[config.mk]
export PLATFORM = sky130hd
export DESIGN_NAME = timer_deadline_min_heap
export DESIGN_NICKNAME = d
export VERILOG_FILES = /design/src/rtl/tdmh_pkg.sv /design/src/rtl/tdmh_out_reg.sv /design/src/rtl/timer_deadline_min_heap.sv
export SDC_FILE = /design/constraint.sdc
export NUM_CORES = 2
export LEC_CHECK = 0
export ABC_AREA = 0
export BUFFER_PORTS_ARGS = -buffer_cell sky130_fd_sc_hd__buf_4
export CELL_PAD_IN_SITES_DETAIL_PLACEMENT = 1
export CELL_PAD_IN_SITES_GLOBAL_PLACEMENT = 1
export CORE_ASPECT_RATIO = 1.75
export CORE_MARGIN = 8
export CORE_UTILIZATION = 50
export CTS_CLUSTER_SIZE = 30
export DETAILED_ROUTE_END_ITERATION = 7
export PLACE_DENSITY_LB_ADDON = 0.08
export SKIP_CTS_REPAIR_TIMING = 1
export SYNTH_ARGS = -nofsm -noshare
export SYNTH_HDL_FRONTEND = slang
export SYNTH_HIERARCHICAL = 1
export SYNTH_SLANG_ARGS = --single-unit
[constraint.sdc]
create_clock -name i_clk -period 27.6 [get_ports i_clk]
set_input_delay 1.38 -clock i_clk [delete_from_list [all_inputs] [get_ports i_clk]]
set_output_delay 1.38 -clock i_clk [all_outputs]
set_load 0.01 [all_outputs]
[src/rtl/tdmh_pkg.sv]
// ---------------------------------------------------------------------------
// tdmh_pkg: shared codes and types
// Operation and status codes, fixed widths and the result beat layout.
// ---------------------------------------------------------------------------
package tdmh_pkg;

    typedef enum logic [2:0] {
        OP_INSERT  = 3'd0,
        OP_DELETE  = 3'd1,
        OP_UPDATE  = 3'd2,
        OP_FIRE    = 3'd3,
        OP_TIMEOUT = 3'd4,
        OP_READ    = 3'd5,
        OP_CLEAR   = 3'd6,
        OP_NONE    = 3'd7
    } t_op;

    typedef enum logic [1:0] {
        ST_OK     = 2'd0,
        ST_FULL   = 2'd1,
        ST_NOTFND = 2'd2,
        ST_DUP    = 2'd3
    } t_status;

    localparam int OUT_TIME_W = 48;
    localparam int TIME_BITS  = 48;
    localparam int POS_W      = 6;
    localparam int CNT_W      = 7;
    localparam int TAG_W      = 6;
    localparam int TAG_COUNT  = 2 ** TAG_W;

    typedef struct packed {
        logic [1:0]            status;
        logic [TAG_W-1:0]      tag;
        logic [OUT_TIME_W-1:0] time_value;
        logic [POS_W-1:0]      pos;
        logic [CNT_W-1:0]      cnt;
        logic                  last;
    } t_result;

endpackage

[src/rtl/tdmh_out_reg.sv]
// ---------------------------------------------------------------------------
// tdmh_out_reg: result output register
// Holds one result beat until the downstream side takes it.
// ---------------------------------------------------------------------------
module tdmh_out_reg (
    input  logic             i_clk,
    input  logic             i_rst_n,
    input  logic             i_valid,
    input  tdmh_pkg::t_result i_res,
    output logic             o_ready,
    output logic             o_valid,
    output tdmh_pkg::t_result o_res,
    input  logic             i_ready
);
    import tdmh_pkg::*;

    logic    r_valid;
    t_result r_res;

    assign o_ready = !r_valid || i_ready;
    assign o_valid = r_valid;
    assign o_res   = r_res;

    always_ff @(posedge i_clk) begin
        if (!i_rst_n) begin
            r_valid <= 1'b0;
        end else if (o_ready) begin
            r_valid <= i_valid;
        end
        if (o_ready && i_valid) begin
            r_res <= i_res;
        end
    end
endmodule

[src/rtl/timer_deadline_min_heap.sv]
// ---------------------------------------------------------------------------
// timer_deadline_min_heap: timer queue on a binary min-heap
//
//   channel | dir | beat contents
//   s_axis  | in  | op, job_tag, deadline, now
//   m_axis  | out | status, result_tag, time_value, heap_position, fired_count,
//           |     | tlast on the final beat of an item
//
// One operation at a time; the heap and the tag position table sit in
// memories with registered reads. An item passes look-up, decide, its
// sift and emit; a sift-up level reads and compares the parent, a
// sift-down level reads both children and compares. A fire repeats
// look-up, removal and emit for every expired job. Reset empties the heap
// and unschedules every tag. A stalled output holds the controller in emit.
// ---------------------------------------------------------------------------
module timer_deadline_min_heap #(
    parameter int CAPACITY = 32
) (
    input  logic         i_clk,
    input  logic         i_rst_n,
    input  logic         s_axis_tvalid,
    output logic         s_axis_tready,
    // [2:0] op, [8:3] job_tag, [56:9] deadline, [104:57] now, zero fill
    input  logic [111:0] s_axis_tdata,
    output logic         m_axis_tvalid,
    input  logic         m_axis_tready,
    // [1:0] status, [7:2] result_tag, [55:8] time_value, [61:56] heap_position,
    // [68:62] fired_count, zero fill
    output logic [71:0]  m_axis_tdata,
    output logic         m_axis_tlast
);
    import tdmh_pkg::*;

    localparam int IW = $clog2(CAPACITY + 1);
    localparam int AW = $clog2(CAPACITY);

    typedef enum logic [11:0] {
        S_IDLE   = 12'b000000000001,
        S_LOOK   = 12'b000000000010,
        S_DECIDE = 12'b000000000100,
        S_ENT    = 12'b000000001000,
        S_LAST   = 12'b000000010000,
        S_UP_RD  = 12'b000000100000,
        S_UP_CMP = 12'b000001000000,
        S_DN_RD  = 12'b000010000000,
        S_DN_L   = 12'b000100000000,
        S_DN_R   = 12'b001000000000,
        S_PLACE  = 12'b010000000000,
        S_EMIT   = 12'b100000000000
    } t_state;

    logic [TIME_BITS-1:0] m_dl [CAPACITY];
    logic [TAG_W-1:0]     m_tg [CAPACITY];
    logic [IW-1:0]        m_pos [TAG_COUNT];

    logic [TAG_COUNT-1:0] r_sched;
    logic [IW-1:0]        r_size;
    t_state               r_st;
    t_op                  r_op;
    logic [TAG_W-1:0]     r_itag;
    logic [TIME_BITS-1:0] r_idl, r_now;
    logic [TIME_BITS-1:0] r_d;
    logic [TAG_W-1:0]     r_t;
    logic [TIME_BITS-1:0] r_old;
    logic [IW-1:0]        r_i, r_c;
    logic [TIME_BITS-1:0] r_cd;
    logic [TAG_W-1:0]     r_ct;
    logic [CNT_W-1:0]     r_cnt;
    logic                 r_pend;
    logic                 r_nomv;
    t_result              r_res;

    logic [IW-1:0]        rd_a;
    logic [TIME_BITS-1:0] r_rdl;
    logic [TAG_W-1:0]     r_rtg;
    logic [IW-1:0]        r_rpos;
    logic                 wr_en;
    logic [IW-1:0]        wr_a;
    logic [TIME_BITS-1:0] wr_d;
    logic [TAG_W-1:0]     wr_t;

    logic    res_v, res_rdy;
    t_result ores;

    logic acc;
    assign s_axis_tready = (r_st == S_IDLE);
    assign acc = s_axis_tvalid && s_axis_tready;

    logic [2:0]           in_op;
    logic [TAG_W-1:0]     in_tag;
    logic [TIME_BITS-1:0] in_dl, in_now;
    assign in_op  = s_axis_tdata[2:0];
    assign in_tag = s_axis_tdata[8:3];
    assign in_dl  = s_axis_tdata[56:9];
    assign in_now = s_axis_tdata[104:57];

    always_ff @(posedge i_clk) begin
        r_rdl  <= m_dl[rd_a[AW-1:0]];
        r_rtg  <= m_tg[rd_a[AW-1:0]];
        r_rpos <= m_pos[r_itag];
        if (wr_en) begin
            m_dl[wr_a[AW-1:0]] <= wr_d;
            m_tg[wr_a[AW-1:0]] <= wr_t;
            m_pos[wr_t]        <= wr_a;
        end
    end

    logic [IW-1:0] par, lch, rch;
    assign par = (r_i - IW'(1)) >> 1;
    assign lch = IW'({r_i, 1'b1});
    assign rch = IW'(lch + IW'(1));

    logic found, expired;
    assign found   = r_sched[r_itag] && (r_rpos < r_size);
    assign expired = (r_size != '0) && (r_rdl <= r_now);

    logic [IW-1:0] rm_at;
    logic          rm_move;
    assign rm_at   = (r_st == S_DECIDE) ? '0 : r_i;
    assign rm_move = (r_size > IW'(1)) && (rm_at != r_size - IW'(1));

    logic                 right_wins;
    logic [TIME_BITS-1:0] sel_d;
    logic [TAG_W-1:0]     sel_t;
    logic [IW-1:0]        sel_c;
    assign right_wins = (rch < r_size) && (r_rdl < r_cd);
    assign sel_d = right_wins ? r_rdl : r_cd;
    assign sel_t = right_wins ? r_rtg : r_ct;
    assign sel_c = right_wins ? rch : r_c;

    t_state               n_st;
    logic [IW-1:0]        n_size, n_i, n_c;
    logic [TIME_BITS-1:0] n_d, n_cd, n_old;
    logic [TAG_W-1:0]     n_t, n_ct;
    logic [CNT_W-1:0]     n_cnt;
    logic [TAG_COUNT-1:0] n_sched;
    logic                 n_pend, n_nomv;
    t_result              n_res;
    logic                 do_rm;

    always_comb begin
        n_st = r_st; n_size = r_size; n_sched = r_sched; n_i = r_i; n_c = r_c;
        n_d = r_d; n_t = r_t; n_old = r_old; n_cd = r_cd; n_ct = r_ct;
        n_cnt = r_cnt; n_pend = r_pend; n_nomv = r_nomv; n_res = r_res;
        rd_a = '0; wr_en = 1'b0; wr_a = r_i; wr_d = r_d; wr_t = r_t;
        res_v = 1'b0; do_rm = 1'b0;
        unique case (r_st)
            S_IDLE: begin
                if (acc) begin
                    n_cnt = '0; n_pend = 1'b0; n_st = S_LOOK;
                end
            end
            S_LOOK: begin
                rd_a = '0; n_st = S_DECIDE;
            end
            S_DECIDE: begin
                n_res = '0; n_res.tag = r_itag; n_res.last = 1'b1;
                n_nomv = 1'b0; n_st = S_EMIT;
                unique case (r_op)
                    OP_INSERT: begin
                        if (r_sched[r_itag]) n_res.status = ST_DUP;
                        else if (r_size >= IW'(CAPACITY)) n_res.status = ST_FULL;
                        else begin
                            n_sched[r_itag] = 1'b1;
                            n_size = r_size + IW'(1);
                            n_i = r_size; n_d = r_idl; n_t = r_itag;
                            n_st = S_UP_RD;
                        end
                    end
                    OP_DELETE, OP_UPDATE, OP_READ: begin
                        if (!found) n_res.status = ST_NOTFND;
                        else begin
                            n_i = r_rpos; rd_a = r_rpos; n_st = S_ENT;
                        end
                    end
                    OP_FIRE: begin
                        n_res.tag = '0;
                        if (expired && r_pend) begin
                            n_res = r_res;
                        end else if (expired) begin
                            n_i = '0; n_cnt = r_cnt + CNT_W'(1);
                            n_res.tag = r_rtg; n_res.cnt = r_cnt + CNT_W'(1);
                            n_res.last = 1'b0;
                            do_rm = 1'b1;
                        end else if (r_pend) begin
                            n_res = r_res; n_res.last = 1'b1;
                        end
                    end
                    OP_TIMEOUT: begin
                        if (r_size == '0) begin
                            n_res.status = ST_NOTFND; n_res.tag = '0;
                        end else begin
                            n_res.tag = r_rtg;
                            n_res.time_value = (r_rdl > r_now) ? r_rdl - r_now : '0;
                        end
                    end
                    OP_CLEAR: begin
                        n_res.tag = '0; n_size = '0; n_sched = '0;
                    end
                    OP_NONE: begin
                        n_res.tag = '0; n_res.status = ST_NOTFND;
                    end
                endcase
            end
            S_ENT: begin
                if (r_op == OP_READ) begin
                    n_res.time_value = r_rdl; n_st = S_EMIT;
                end else if (r_op == OP_UPDATE) begin
                    n_d = r_idl; n_t = r_rtg;
                    n_st = (r_idl < r_rdl) ? S_UP_RD : S_DN_RD;
                end else begin
                    do_rm = 1'b1;
                end
            end
            S_LAST: begin
                n_d = r_rdl; n_t = r_rtg;
                n_st = (r_rdl < r_old) ? S_UP_RD : S_DN_RD;
            end
            S_UP_RD: begin
                if (r_i == '0) n_st = S_PLACE;
                else begin
                    rd_a = par; n_st = S_UP_CMP;
                end
            end
            S_UP_CMP: begin
                if (r_d < r_rdl) begin
                    wr_en = 1'b1; wr_a = r_i; wr_d = r_rdl; wr_t = r_rtg;
                    n_i = par; n_st = S_UP_RD;
                end else begin
                    n_st = S_PLACE;
                end
            end
            S_DN_RD: begin
                if (r_i >= (r_size >> 1)) n_st = S_PLACE;
                else begin
                    rd_a = lch; n_st = S_DN_L;
                end
            end
            S_DN_L: begin
                n_cd = r_rdl; n_ct = r_rtg; n_c = lch;
                rd_a = (rch < r_size) ? rch : lch;
                n_st = S_DN_R;
            end
            S_DN_R: begin
                if (r_d < sel_d) n_st = S_PLACE;
                else begin
                    wr_en = 1'b1; wr_a = r_i; wr_d = sel_d; wr_t = sel_t;
                    n_i = sel_c; n_st = S_DN_RD;
                end
            end
            S_PLACE: begin
                wr_en = !r_nomv; wr_a = r_i; wr_d = r_d; wr_t = r_t;
                if (r_op == OP_FIRE) begin
                    n_pend = 1'b1; n_st = S_LOOK;
                end else begin
                    if (r_op != OP_DELETE) n_res.pos = POS_W'(r_i);
                    n_st = S_EMIT;
                end
            end
            S_EMIT: begin
                res_v = 1'b1;
                if (res_rdy) begin
                    if (r_res.last) n_st = S_IDLE;
                    else begin
                        n_pend = 1'b0; n_st = S_LOOK;
                    end
                end
            end
            default: n_st = S_IDLE;
        endcase
        if (do_rm) begin
            n_sched[r_rtg] = 1'b0;
            n_size = r_size - IW'(1);
            n_old = r_rdl;
            if (rm_move) begin
                rd_a = r_size - IW'(1); n_st = S_LAST;
            end else begin
                n_nomv = 1'b1; n_st = S_PLACE;
            end
        end
    end

    always_ff @(posedge i_clk) begin
        if (!i_rst_n) begin
            r_st <= S_IDLE; r_size <= '0; r_sched <= '0;
        end else begin
            r_st <= n_st; r_size <= n_size; r_sched <= n_sched;
        end
        if (acc) begin
            r_op <= t_op'(in_op); r_itag <= in_tag; r_idl <= in_dl; r_now <= in_now;
        end
        r_i <= n_i; r_c <= n_c; r_d <= n_d; r_t <= n_t; r_old <= n_old;
        r_cd <= n_cd; r_ct <= n_ct; r_cnt <= n_cnt; r_pend <= n_pend;
        r_nomv <= n_nomv; r_res <= n_res;
    end

    tdmh_out_reg u_out (
        .i_clk   (i_clk),
        .i_rst_n (i_rst_n),
        .i_valid (res_v),
        .i_res   (r_res),
        .o_ready (res_rdy),
        .o_valid (m_axis_tvalid),
        .o_res   (ores),
        .i_ready (m_axis_tready)
    );

    assign m_axis_tdata = {3'b0, ores.cnt, ores.pos, ores.time_value, ores.tag, ores.status};
    assign m_axis_tlast = ores.last;
endmodule

# == After elaboration in Yosys (flattened, before gate mapping) ==
# Memory sizes are Yosys's and may differ from the RTL's. A register that Yosys moved wholly into a read port is not among the register bits.
# Cells that the tools add are included.
# word_totals
n_memories,3
inputBits,116
wordCells,267
ram_bits,2112
output_inout_bits,75
latch_bits,0
rom_bits,0
ff_bits,504
# classes
n_mux,121
n_mul,0
reduce_logical,36
add_sub_neg,6
n_shift,0
eq_ne,52
n_bitwise,3
order_cmp,16
n_div,0
# mem_list
memory,depth,word_bits,read_ports,rd_clocked_by_memory_dff,write_ports,line,rtl
m_dl,32,48,1,1,1,timer_deadline_min_heap.sv:52,logic [TIME_BITS-1:0] m_dl [CAPACITY];
m_pos,64,6,1,1,1,timer_deadline_min_heap.sv:54,logic [IW-1:0] m_pos [TAG_COUNT];
m_tg,32,6,1,1,1,timer_deadline_min_heap.sv:53,logic [TAG_W-1:0] m_tg [CAPACITY];
# op_table
operator,count
2-to-1 mux 48 bit,11
one-hot mux 48 bit (2 select lines),3
2-to-1 mux 64 bit,4
less-than comparator 48 bit,5
2-to-1 mux 6 bit,25
one-hot mux 12 bit (12 select lines),1
one-hot mux 48 bit (3 select lines),1
2-to-1 mux 70 bit,2
one-hot mux 64 bit (2 select lines),1
2-to-1 mux 12 bit,9
one-hot mux 6 bit (3 select lines),4
AND 64 bit,1
NOT 64 bit,1
OR 64 bit,1
2-to-1 mux 11 bit,5
2-to-1 mux 54 bit,1
> comparator 48 bit,1
<= comparator 48 bit,1
subtractor 48 bit,1
one-hot mux 6 bit (2 select lines),3
2-to-1 mux 5 bit,7
2-to-1 mux 7 bit,4
"!= test 2 bit, second input constant",14
2-to-1 mux 8 bit,3
58 further kinds,125

# == Depth between registers and ports, before layout ==
# depth
ltp_word,11
ltp_mapped,28
depth_no_buf,24

# == By module ==
# The synthesis kept the hierarchy.
# modules_own_cells
module,n_inst,seq_area_each_um2,area_per_inst_um2,cells_per_inst
timer_deadline_min_heap,1,76793.7,108914.5,8568
tdmh_out_reg,1,2122.0,2159.6,75

# == Worst setup path before layout ==
# OpenSTA, ideal clock, no wires.
# synth_path
path_kind,reg-to-reg
start,register r_i[2]
end,memory m_dl[10][0] (enable)
synth_period_minus_slack_ns,8.674
path_stages_with_launch,26
slack_ns,18.926
setup_ns,0.466
required_time_ns,27.134
arrival_time_ns,8.208
n_path_buf,4
cell_sequence,edfxtp_1 buf_1 nand3_1 xnor2_1 ha_1 or2_2 a21oi_1 a21oi_1 a2111oi_0 o31ai_1 clkbuf_1 clkbuf_1 nor2_1 a21oi_1 ha_1 nand3_1 nor4_1 nand3_1 o21ai_0 nor2_1 a21oi_2 nor2_1 o21ai_0 clkbuf_1 nand2_1 nor2_1
# synth_via
elab_chain_len,9
# synth_rtl
element,line,rtl
"start, declared",timer_deadline_min_heap.sv:65,"logic [IW-1:0] r_i, r_c;"
"start signal, assigned",timer_deadline_min_heap.sv:292,r_i <= n_i; r_c <= n_c; r_d <= n_d; r_t <= n_t; r_old <= n_old;
adder 6 x 1 -> 6 bit,timer_deadline_min_heap.sv:111,assign rch = IW'(lch + IW'(1));
less-than comparator 6 bit,timer_deadline_min_heap.sv:126,assign right_wins = (rch < r_size) && (r_rdl < r_cd);
logical AND 1 bit,timer_deadline_min_heap.sv:126,
2-to-1 mux 48 bit,timer_deadline_min_heap.sv:127,assign sel_d = right_wins ? r_rdl : r_cd;
less-than comparator 48 bit,timer_deadline_min_heap.sv:245,if (r_d < sel_d) n_st = S_PLACE;
2-to-1 mux 1 bit,timer_deadline_min_heap.sv:245,
one-hot mux 1 bit (3 select lines),timer_deadline_min_heap.sv:147,unique case (r_st)
2-to-1 mux 1 bit,timer_deadline_min_heap.sv:101,if (wr_en) begin
2-to-1 mux 1 bit (not written as such),timer_deadline_min_heap.sv:102,m_dl[wr_a[AW-1:0]] <= wr_d;
"end, declared",timer_deadline_min_heap.sv:52,
# Several ways; a longest one is shown, not always the timed one.

# == Final worst setup path ==
# layout_path
start,register r_i[1]
end,memory m_pos[50][3] in the netlist's numbering (enable)
# layout_via
word_cells_on_any_way,12
cone_classes,1 x add/sub; 2 x order compare; 8 x mux; 1 x reduce/logical
# layout_lines
element,line,rtl
adder 6 x 1 -> 6 bit (*),timer_deadline_min_heap.sv:111,
less-than comparator 6 bit (*),timer_deadline_min_heap.sv:126,
logical AND 1 bit (*),timer_deadline_min_heap.sv:126,
2-to-1 mux 48 bit,timer_deadline_min_heap.sv:127,
less-than comparator 48 bit,timer_deadline_min_heap.sv:245,
2-to-1 mux 6 bit (*),timer_deadline_min_heap.sv:245,
one-hot mux 6 bit (2 select lines) (*),timer_deadline_min_heap.sv:147,
via wr_t[3],timer_deadline_min_heap.sv:80,logic [TAG_W-1:0] wr_t;
"end, declared",timer_deadline_min_heap.sv:54,
# The timed path passes the listed nets; every way through them passes the cells marked *.

==> run metrics <==
leakage dissipation 0.04333 uW; buffers from clock root to sink, at most 4; synth unique cells 101; final routed wire length divided by cell count 30.44 um; number of buffers inserted during clock tree synthesis 243; count of synthesis-stage warnings from yosys 6; family with the most delay on the worst path compound AO/OA/AOI/OAI gates; Area Overhead vs Synth 11.91%; Avg Synthesized Cell Area 12.85 sq um; run status completed; type of the worst min-delay path register to register; WHS 0.4176 ns; total congestion overflow 0; Netlist Area Pre-Place 0.1111 sq mm; IR Drop Worst-Case VDD 0.00007598 V; total of buffers placed on input and output ports 180; cell type contributing the most total cell area after synthesis sky130_fd_sc_hd__edfxtp_1; register area share after synthesis 0.7105; RSZ-0062 raised after global routing no; Async SR Flop Fraction 0; fin. max-slew vios 0; Slowest cell on crit path sky130_fd_sc_hd__a221oi_2; largest cells by area after synthesis sky130_fd_sc_hd__edfxtp_1, sky130_fd_sc_hd__nand2_1, sky130_fd_sc_hd__nand3_1; number of placement rows 229; endpoint class of the critical path register; setup tns final 0 ns; number of instances in the placed design 11526; Core Region 0.2215 sq mm; number of flip-flops and latches in the synthesized netlist 2676; vias after detailed routing 74633; Mapped Cells 8643; critical path required time 28.13 ns; global-route wire length before repair 525.8 mm; clock latency at the later pin of the worst-skew pair 0.91 ns; clock tree skew after final layout 0.05232 ns; clock sinks 2676; final-report hold violation count 0; Buf+Inv Stages, Crit Path 5; type of the worst setup path register to register; Total Routed Length 364.4 mm; Die Span Y 639.5 um; share of the core filled with cells 0.5612; post-route ant nets 0; total of max-cap violations 0; count of endpoints failing setup in the final report 0; Post-DP HPWL 216.2 mm; fraction of layout instances using a drive strength above 1 0.1011; Worst Tran Pin Value 1.391 ns; Synth top area share 0.6845; arrival time reported for the critical path endpoint 10.77 ns; Post-synth EDFFs 2532; vias in the first global route 77970; GPL Wtd Cong 0.8837; shortest period the worst path allows 10.23 ns; non-filler instance count after layout 11973; floorplan die area 0.2381 sq mm; global-route total usage across every layer 0.2998; antenna violations before repair 26; TritonCTS clock tree built; fmax 97.71 MHz; worst slew margin relative to its limit 0.06436; power density over the cells 65.17 mW/mm^2; post-route fraction of the period consumed by the critical path 0.3708; largest incremental delay on the critical path 0.82 ns; Top FF cell, synth sky130_fd_sc_hd__edfxtp_1; Max FO, Critical Path 71; number of optimization iterations in the first detailed-route pass 8; die width 372.3 um; Vias/cell 6.233; Worst setup SP type register; DR DRC count 0; initial core utilization 0.5015; pin count of the biggest net entering global routing 218; Iter 0 DRT Violations 6548; clock input transition at the sequential cells of the worst setup and hold paths 0.07 ns; CTS Root Buffer Type sky130_fd_sc_hd__clkbuf_16; number of nets at the end of the flow 9308; number of top-level pins 191; CTS H-tree lvls 4
==> power breakdown <==
part | internal [uW] | total (uW) | switching (uW)
Clock | 1840 | 3360 | 1510
Combinational | 105 | 303 | 198
Sequential | 4410 | 4440 | 25.0
==> layout make-up <==
| type | instances | area (sq um) |
|---|---|---|
| multi-input cells | 5298 | 29890 |
| fillers | 21762 | 97180 |
| inverters | 236 | 887.1 |
| repair buffers | 429 | 3283 |
| clock inverters | 129 | 1157 |
| well taps | 2887 | 3612 |
| diodes | 12 | 30.03 |
| clock buffers | 306 | 6525 |
| flip-flops and latches | 2676 | 78920 |
==> worst paths after layout <==
path | startpoint | end | slack (ns) | cells after the start
setup reg to reg | r_i[1]$_DFFE_PP_ | m_pos[50][3]$_DFFE_PP_ | 17.37 | 28
hold / removal | r_res[64]$_DFFE_PP_ | u_out/o_res[64]$_DFFE_PP_ | 0.42 | 0
hold reg to reg | r_res[64]$_DFFE_PP_ | u_out/o_res[64]$_DFFE_PP_ | 0.42 | 0
setup / recovery | r_i[1]$_DFFE_PP_ | m_pos[50][3]$_DFFE_PP_ | 17.37 | 28
==> Yosys cell counts, types with 103 or more instances <==
library cell,count
sky130_fd_sc_hd__nand4_1,202
sky130_fd_sc_hd__nand2_1,1789
sky130_fd_sc_hd__nor2_1,637
sky130_fd_sc_hd__inv_1,234
sky130_fd_sc_hd__o2111ai_1,104
sky130_fd_sc_hd__dfxtp_1,144
sky130_fd_sc_hd__a21o_1,103
sky130_fd_sc_hd__a21oi_1,246
sky130_fd_sc_hd__clkbuf_1,203
sky130_fd_sc_hd__nand3_1,785
sky130_fd_sc_hd__edfxtp_1,2532
sky130_fd_sc_hd__ha_1,307
sky130_fd_sc_hd__buf_2,196
sky130_fd_sc_hd__o21ai_0,212
sky130_fd_sc_hd__a22oi_1,147
==> flip-flops by register name, summed over array words and instances, names as in the netlist, 7 cells and up <==
signal / cells
r_cnt: 7
r_cd: 48
r_st: 12
r_old: 48
m_pos: 384
r_res: 70
r_d: 48
r_rdl: 48
m_tg: 192
r_now: 48
r_idl: 48
r_sched: 64
u_out/o_res: 70
m_dl: 1536
==> cells in the final DEF (no fill, tap or decap), types with 12 or more instances in the layout <==
cell type and n:
sky130_fd_sc_hd__nor3b_1 13, sky130_fd_sc_hd__clkinv_2 42, sky130_fd_sc_hd__and3_1 17, sky130_fd_sc_hd__o211ai_1 66, sky130_fd_sc_hd__nor2b_1 33, sky130_fd_sc_hd__nor2_4 37
sky130_fd_sc_hd__buf_4 424, sky130_fd_sc_hd__nand2_1 1789, sky130_fd_sc_hd__a21o_1 102, sky130_fd_sc_hd__a22oi_1 146, sky130_fd_sc_hd__a32oi_1 18, sky130_fd_sc_hd__a21oi_1 246
sky130_fd_sc_hd__a22o_1 36, sky130_fd_sc_hd__nand2b_1 32, sky130_fd_sc_hd__clkinv_1 43, sky130_fd_sc_hd__nand3_1 783, sky130_fd_sc_hd__a211oi_1 43, sky130_fd_sc_hd__edfxtp_1 2532
sky130_fd_sc_hd__clkbuf_1 49, sky130_fd_sc_hd__inv_1 233, sky130_fd_sc_hd__a221oi_1 35, sky130_fd_sc_hd__xor2_1 33, sky130_fd_sc_hd__diode_2 12, sky130_fd_sc_hd__bufinv_16 19
sky130_fd_sc_hd__mux2i_1 28, sky130_fd_sc_hd__o21bai_1 14, sky130_fd_sc_hd__nor4_1 50, sky130_fd_sc_hd__o2111ai_1 104, sky130_fd_sc_hd__or3_1 21, sky130_fd_sc_hd__dfxtp_1 144
sky130_fd_sc_hd__ha_1 307, sky130_fd_sc_hd__nor3_1 45, sky130_fd_sc_hd__o21ai_0 211, sky130_fd_sc_hd__o21ai_1 15, sky130_fd_sc_hd__nor4_2 21, sky130_fd_sc_hd__clkbuf_16 249
sky130_fd_sc_hd__nor2_1 600, sky130_fd_sc_hd__nand4_1 202, sky130_fd_sc_hd__a31oi_1 16, sky130_fd_sc_hd__xnor2_1 35
==> layer usage <==
layer,part of all wire,vias up,routed length (um),GRT usage
met1,0.37,38383,135300,0.3620
met2,0.51,2908,186900,0.5336
li1,-,32417,-,-
met4,0.053,4,19230,0.1373
met3,0.063,921,23020,0.03794
met5,0.000074,-,27,0
==> logic make-up after synthesis <==
family,Yosys count,synth area share
AOI/OAI and AO/OA,1156,0.07132
muxes,45,0.005058
xor gates and xnor gates,68,0.005362
other,1,0.00003376
DFF,2676,0.7105
buffers and inverters,671,0.02566
adders and majority gates,308,0.03476
and+or+nand+nor,3718,0.1473
==> through the flow <==
stage               worst slack [ns]  total power, uW  area [sq um]
finish                         17.37             8100        124300
floorplan                      18.93             4704        111100
detailed placement             17.35             4827        116600
CTS                            17.26             8143        124300
global placement               17.71             4816        116600
global route                   16.88             8289        124300
Note: power is estimated with default switching activity, not from simulation.
